===== src/rtl/tps_pkg.sv =====
// ----------------------------------------------------------------------------
// Triangle plane setup package
// Fixed widths of the normalization, square root and divide datapath.
// ----------------------------------------------------------------------------
package tps_pkg;

  // The largest normalized cross magnitude carries its leading one at bit MAG_BITS-1.
  localparam int MAG_BITS  = 30;
  // Sum of three squared magnitudes.
  localparam int SUM_BITS  = 2 * MAG_BITS + 2;
  // Integer square root of that sum.
  localparam int ROOT_BITS = SUM_BITS / 2;

endpackage


===== src/rtl/tps_isqrt.sv =====
// ----------------------------------------------------------------------------
// Pipelined integer square root
// Digit-by-digit floor square root, one result bit per register stage.
// ----------------------------------------------------------------------------
module tps_isqrt (
  input  logic                           clk,
  input  logic                           en,
  input  logic [tps_pkg::SUM_BITS-1:0]   radicand,
  output logic [tps_pkg::ROOT_BITS-1:0]  root
);
  import tps_pkg::*;

  localparam int RW = ROOT_BITS + 2;

  logic [RW-1:0]        rem_q     [ROOT_BITS];
  logic [RW-1:0]        rem_next  [ROOT_BITS];
  logic [ROOT_BITS-1:0] root_q    [ROOT_BITS];
  logic [ROOT_BITS-1:0] root_next [ROOT_BITS];
  logic [SUM_BITS-1:0]  rad_q     [ROOT_BITS];
  logic [SUM_BITS-1:0]  rad_next  [ROOT_BITS];

  always_comb begin
    logic [RW-1:0]        rem_in;
    logic [RW-1:0]        rem_try;
    logic [RW-1:0]        trial;
    logic [ROOT_BITS-1:0] root_in;
    logic [SUM_BITS-1:0]  rad_in;
    for (int k = 0; k < ROOT_BITS; k++) begin
      if (k == 0) begin
        rem_in  = '0;
        root_in = '0;
        rad_in  = radicand;
      end else begin
        rem_in  = rem_q[k-1];
        root_in = root_q[k-1];
        rad_in  = rad_q[k-1];
      end
      // Bring down the next two radicand bits and try root*4+1.
      rem_try = {rem_in[RW-3:0], rad_in[SUM_BITS-1 -: 2]};
      trial   = {root_in, 2'b01};
      if (rem_try >= trial) begin
        rem_next[k]  = rem_try - trial;
        root_next[k] = {root_in[ROOT_BITS-2:0], 1'b1};
      end else begin
        rem_next[k]  = rem_try;
        root_next[k] = {root_in[ROOT_BITS-2:0], 1'b0};
      end
      rad_next[k] = rad_in << 2;
    end
  end

  always_ff @(posedge clk) begin
    if (en) begin
      rem_q  <= rem_next;
      root_q <= root_next;
      rad_q  <= rad_next;
    end
  end

  assign root = root_q[ROOT_BITS-1];

endmodule


===== config.mk =====
export PLATFORM = sky130hd
export DESIGN_NAME = tps_isqrt
export DESIGN_NICKNAME = d
export VERILOG_FILES = /design/src/rtl/tps_pkg.sv /design/src/rtl/tps_isqrt.sv
export SDC_FILE = /design/constraint.sdc
export NUM_CORES = 2
export LEC_CHECK = 0
export ABC_AREA = 1
export BUFFER_PORTS_ARGS = -buffer_cell sky130_fd_sc_hd__buf_4
export CAP_MARGIN = 10
export CORE_ASPECT_RATIO = 1.1
export CORE_UTILIZATION = 40
export DETAILED_ROUTE_END_ITERATION = 12
export GPL_TIMING_DRIVEN = 0
export RECOVER_POWER = 100
export SYNTH_ARGS = -nofsm -noshare
export SYNTH_HDL_FRONTEND = slang
export SYNTH_SLANG_ARGS = --single-unit

===== constraint.sdc =====
create_clock -name clk -period 2.65 [get_ports clk]
set_clock_uncertainty 0.2 [all_clocks]
set_input_delay 0.53 -clock clk [delete_from_list [all_inputs] [get_ports clk]]
set_output_delay 0.53 -clock clk [all_outputs]
set_load 0.05 [all_outputs]

======== After elaboration in Yosys (flattened, before gate mapping) ========
Index checks and enable logic that the tools add are counted.
operators by class
  magnitude comparators ................... 31
  muxes and demuxes ....................... 61
  $add $sub $neg .......................... 30
operators by type and width
  kind                                                            number
  31-bit 2-to-1 mux                                               29
  33-bit by 10-bit greater-or-equal comparator with 1-bit output  1
  33-bit by 11-bit greater-or-equal comparator with 1-bit output  1
  33-bit by 12-bit greater-or-equal comparator with 1-bit output  1
  33-bit by 13-bit greater-or-equal comparator with 1-bit output  1
  33-bit by 14-bit greater-or-equal comparator with 1-bit output  1
  33-bit by 15-bit greater-or-equal comparator with 1-bit output  1
  33-bit by 16-bit greater-or-equal comparator with 1-bit output  1
  33-bit by 17-bit greater-or-equal comparator with 1-bit output  1
  33-bit by 18-bit greater-or-equal comparator with 1-bit output  1
  33-bit by 19-bit greater-or-equal comparator with 1-bit output  1
  33-bit by 20-bit greater-or-equal comparator with 1-bit output  1
  33-bit by 21-bit greater-or-equal comparator with 1-bit output  1
  33-bit by 22-bit greater-or-equal comparator with 1-bit output  1
  33-bit by 23-bit greater-or-equal comparator with 1-bit output  1
  33-bit by 24-bit greater-or-equal comparator with 1-bit output  1
  33-bit by 25-bit greater-or-equal comparator with 1-bit output  1
  33-bit by 26-bit greater-or-equal comparator with 1-bit output  1
  33-bit by 27-bit greater-or-equal comparator with 1-bit output  1
  33-bit by 28-bit greater-or-equal comparator with 1-bit output  1
  33-bit by 29-bit greater-or-equal comparator with 1-bit output  1
  33-bit by 3-bit greater-or-equal comparator with 1-bit output   1
  33-bit by 30-bit greater-or-equal comparator with 1-bit output  1
  33-bit by 31-bit greater-or-equal comparator with 1-bit output  1
  other kinds (40)                                                70
storage, ports and cells
  register bits ........................... 2328
  input bits .............................. 64
  output and inout bits ................... 31

======== Depth between registers and ports, before layout ========
  word-level depth ........................ 2
  gate-level depth with buffers ........... 17

======== Worst setup path before layout ========
Ideal clock, no wire load.
  kind .................................... reg-to-reg
  start ................................... reg rem_q[926] (netlist bit)
  end ..................................... reg rem_q[891] (netlist bit) (data pin)
  buffers on the path ..................... 1
  slack ................................... 377 ps
  library setup time ...................... 252 ps
  data required time ...................... 2198 ps
  stages on the path, launching flop included .. 13
  data arrival time ....................... 1821 ps
  cell sequence ........................... edfxtp_1 -> ha_1 -> a21oi_1 -> inv_1 -> a21oi_4 -> nand3_2 -> nor2_4 -> inv_1 -> nor2_2 -> buf_4 -> inv_2 -> nand2_1 -> nand2_1
RTL lines
  element                 line             RTL
  from (decl)             tps_isqrt.sv:15  logic [RW-1:0] rem_q [ROOT_BITS];
  from (signal assigned)  tps_isqrt.sv:54  rem_q <= rem_next;

==> flow_summary.toml <==
[pwr]
p_switching_w = 0.03717
power_leakage_nw = 66.75
p_int_w = 0.07755
p_clk_frac = 0.320
irDropWorstVdd_uv = 585.7
power_frac_seq = 0.424
switching_share = 0.3240
powerDensity_nw_per_um2 = 762.3
pwr-share-comb = 0.256

[sta]
min_period_ns = 2.592
tns_ns = 0
setup_viol = 0
slew_violations = 178
rsz0062_at_grt = "true"
max_slew.worst_pin.slew_ns = 2.205
layout_setup_ws_ns = 0.05779
fin_crit_sh = 0.9782
max_freq_mhz = 385.8
hold_violations = 0
slew_headroom = -0.4701

[logic_synthesis]
ys.flop_type = "edfxtp_1"
async_flop_share = 0
yosys_register_bits = 2300
synth_edf_count = 2300
synth.avg_cell_area_um2 = 8.682
synthCells = 14560
ys_types = 52
synth_nets = 15150
ys_warn_count = 0
seq_area_frac_synth = 0.5464
syn-cell-area_um2 = 126400

[critical_path]
crit_path_top_delay_cell = "edfxtp_1"
crit_type = "flip-flop to flip-flop"
worstPathCellList = "ha_4 -> nand2_2 -> inv_1 -> nand4_1 -> nand2_1 -> nand2_1 -> nand2_1 -> nand2_2 -> nand2_1 -> nor2_4 -> buf_12 -> buf_6 -> a21oi_1"
required_ns = 3.11
crit_fanout = 10
cp-end-kind = "flip-flop"
max_stage_delay_ns = 0.45
worstSetupStartpointType = "flip-flop"
worstPathArrival_ns = 3.05
cpMostUsedCell = "nand2_1"

[global_routing]
grt.overflow.total = 0
grt_pass1_wl_um = 515400
grt_max_degree = 159
antenna_found_initial = 1
groute.usage.overall = 0.2081
first_global_vias = 90900

[clock_network]
root_buffer = "clkbuf_16"
path_clk_slew_ns = 0.06
clock-sinks = 2300
clockBufferDepth = 4
cts_buffers = 266
clk-insertion-delay-late_ns = 0.90
cts_tree = "built"
h-tree-depth = 5

[min_path]
hp-class = "primary input to flip-flop"

[finish]
syn_to_final_growth_pct = 19.05
final_common_cell = "nand2_1"
post_route_cells_drive_above_1_share = 0.1267
fillCellCount = 30180
mostFrequentLayoutCells = "nand2_1, inv_1, edfxtp_1, nor2_1, nand3_1"
final_nets = 15930

[outcome]
status = "finished, violations left"
failed_checks = "capacitance limit, slew limit"

[route]
viasPerCell = 4.875
dr_wl_met3_um = 14460
ant_nets = 0
wl_per_cell_um = 17.35
drt-met1-wl_um = 148200
post-route-drc-count = 0
wl_met2_um = 166200
drtIter0Drc = 7122
maxUsedRoutingLayer = "met4"
drt-total-wl_um = 341500
via_count = 95940
drt-pass1-iter-count = 6

[floorplan]
dieArea_um2 = 318300
die_y_um = 591.6
die_w_um = 538.0
start_util = 0.4018
rows = 216
io_pins = 95
coreArea_um2 = 314600

[place]
port_buffers = 94
post-place-ws_ns = -2.354
hpwl_um = 257500
gp_congestion = 0.9318

[flow_run]
drv_cap = 2
-- critical path: cells and delay by family, from the launching register on --
family | cells | cell delay [ns]
flops | 1 | 0.45
fa+ha+maj | 1 | 0.32
compound gates | 1 | 0.27
buf+inv | 3 | 0.37
simple gates | 8 | 0.76
-- path summary, 6_finish.rpt --
path | startpoint | end | slack, ns | cells past startpoint
setup / recovery | rem_q[595] | rem_q[576] | 0.06 | 13
hold / removal | en | rem_q[571] | 0.11 | 2
setup reg to reg | rem_q[595] | rem_q[576] | 0.06 | 13
hold reg to reg | rad_next[122] | rad_q[122] | 0.20 | 0
-- cell families (layout without fill, tap and decap cells) --
group,Yosys count,after routing,synth area share
fa+ha+maj,531,531,0.05256
compound gates,948,948,0.03905
buf+inv,2716,3692,0.08469
other cells,1,3,0.00002967
xor+xnor,345,345,0.02390
simple gates,7718,7719,0.2534
flops,2300,2300,0.5464
-- timing repair --
action / 4_1_cts / 5_1_grt
hold buffers: 64 / 0
buffers inserted: 115 / 197
cloned: 12 / 10
endpoints found under the hold margin: 87 / 0
pin swaps: 27 / 105
resized for setup: 331 / 862
setup endpoints to repair: 1360 / 811
-- metrics by stage --
stage / area [µm²] / total power, W / hold slack [ns] / util / cells
after CTS: 145100 / 0.1132 / 0.05517 / 0.4612 / 19470
after global routing: 150500 / 0.1212 / 0.1005 / 0.4784 / 19680
final: 150500 / 0.1147 / 0.1142 / 0.4784 / 19680
after global placement: 132300 / 0.07597 / 0.2001 / 0.4205 / 18800
after floorplan: 126400 / 0.06569 / 0.2003 / - / 14560
after detailed placement: 132700 / 0.07473 / 0.2045 / 0.4219 / 18810
-- layout make-up --
class	count	area, µm²	area share
Tap cell	4142	5182	0.03444
Clock buffer	306	6849	0.04551
Buffer	133	1277	0.008489
Inverter	2582	9714	0.06455
Multi-Input combinational cell	9544	52240	0.3471
Sequential cell	2300	69070	0.4590
Timing Repair Buffer	506	4323	0.02873
Antenna cell	2	5.005	0.00003326
Clock inverter	165	1831	0.01216
-- synth_stat cells, types with 22 or more instances --
cell type	number	share of area
buf_2	56	0.0022
inv_1	2562	0.076
xnor2_1	87	0.0060
xor2_1	258	0.018
or2_2	50	0.0025
nand3_1	897	0.036
nor3_1	164	0.0065
nor2_2	25	0.0012
o21ai_0	276	0.011
nor4_1	22	0.0011
buf_6	40	0.0036
o21ai_1	40	0.0016
nand2_1	4997	0.15
nand3b_1	93	0.0055
nand4_1	218	0.011
ha_1	531	0.053
buf_4	37	0.0022
edfxtp_1	2300	0.55
nand2_2	24	0.0012
and2_1	33	0.0016
a21oi_1	565	0.022
o21bai_1	38	0.0023
nor2_1	1114	0.033
-- power by group through the flow --
| stage | sequential, W | clock (W) | combinational, W |
|---|---|---|---|
| finish | 0.0487 | 0.0367 | 0.0294 |
| CTS | 0.0484 | 0.0380 | 0.0269 |
| global route | 0.0490 | 0.0393 | 0.0330 |
| detailed placement | 0.0490 | 0 | 0.0257 |
| floorplan | 0.0475 | 0 | 0.0182 |
| global placement | 0.0505 | 0 | 0.0255 |
-- flip-flops by register name (all words and copies together), names as in the netlist --
name      cells
rem_q       874
rad_next    870
root_q      465
rad_q        60
root         31
-- metal layers --
metal  vias to the layer above  GRT usage
met1                     44560     0.2665
li1                      48670          -
met2                      2125     0.3627
met5                         -          0
met4                         0    0.07208
met3                       582    0.02358
(Power assumes the default switching activity.)
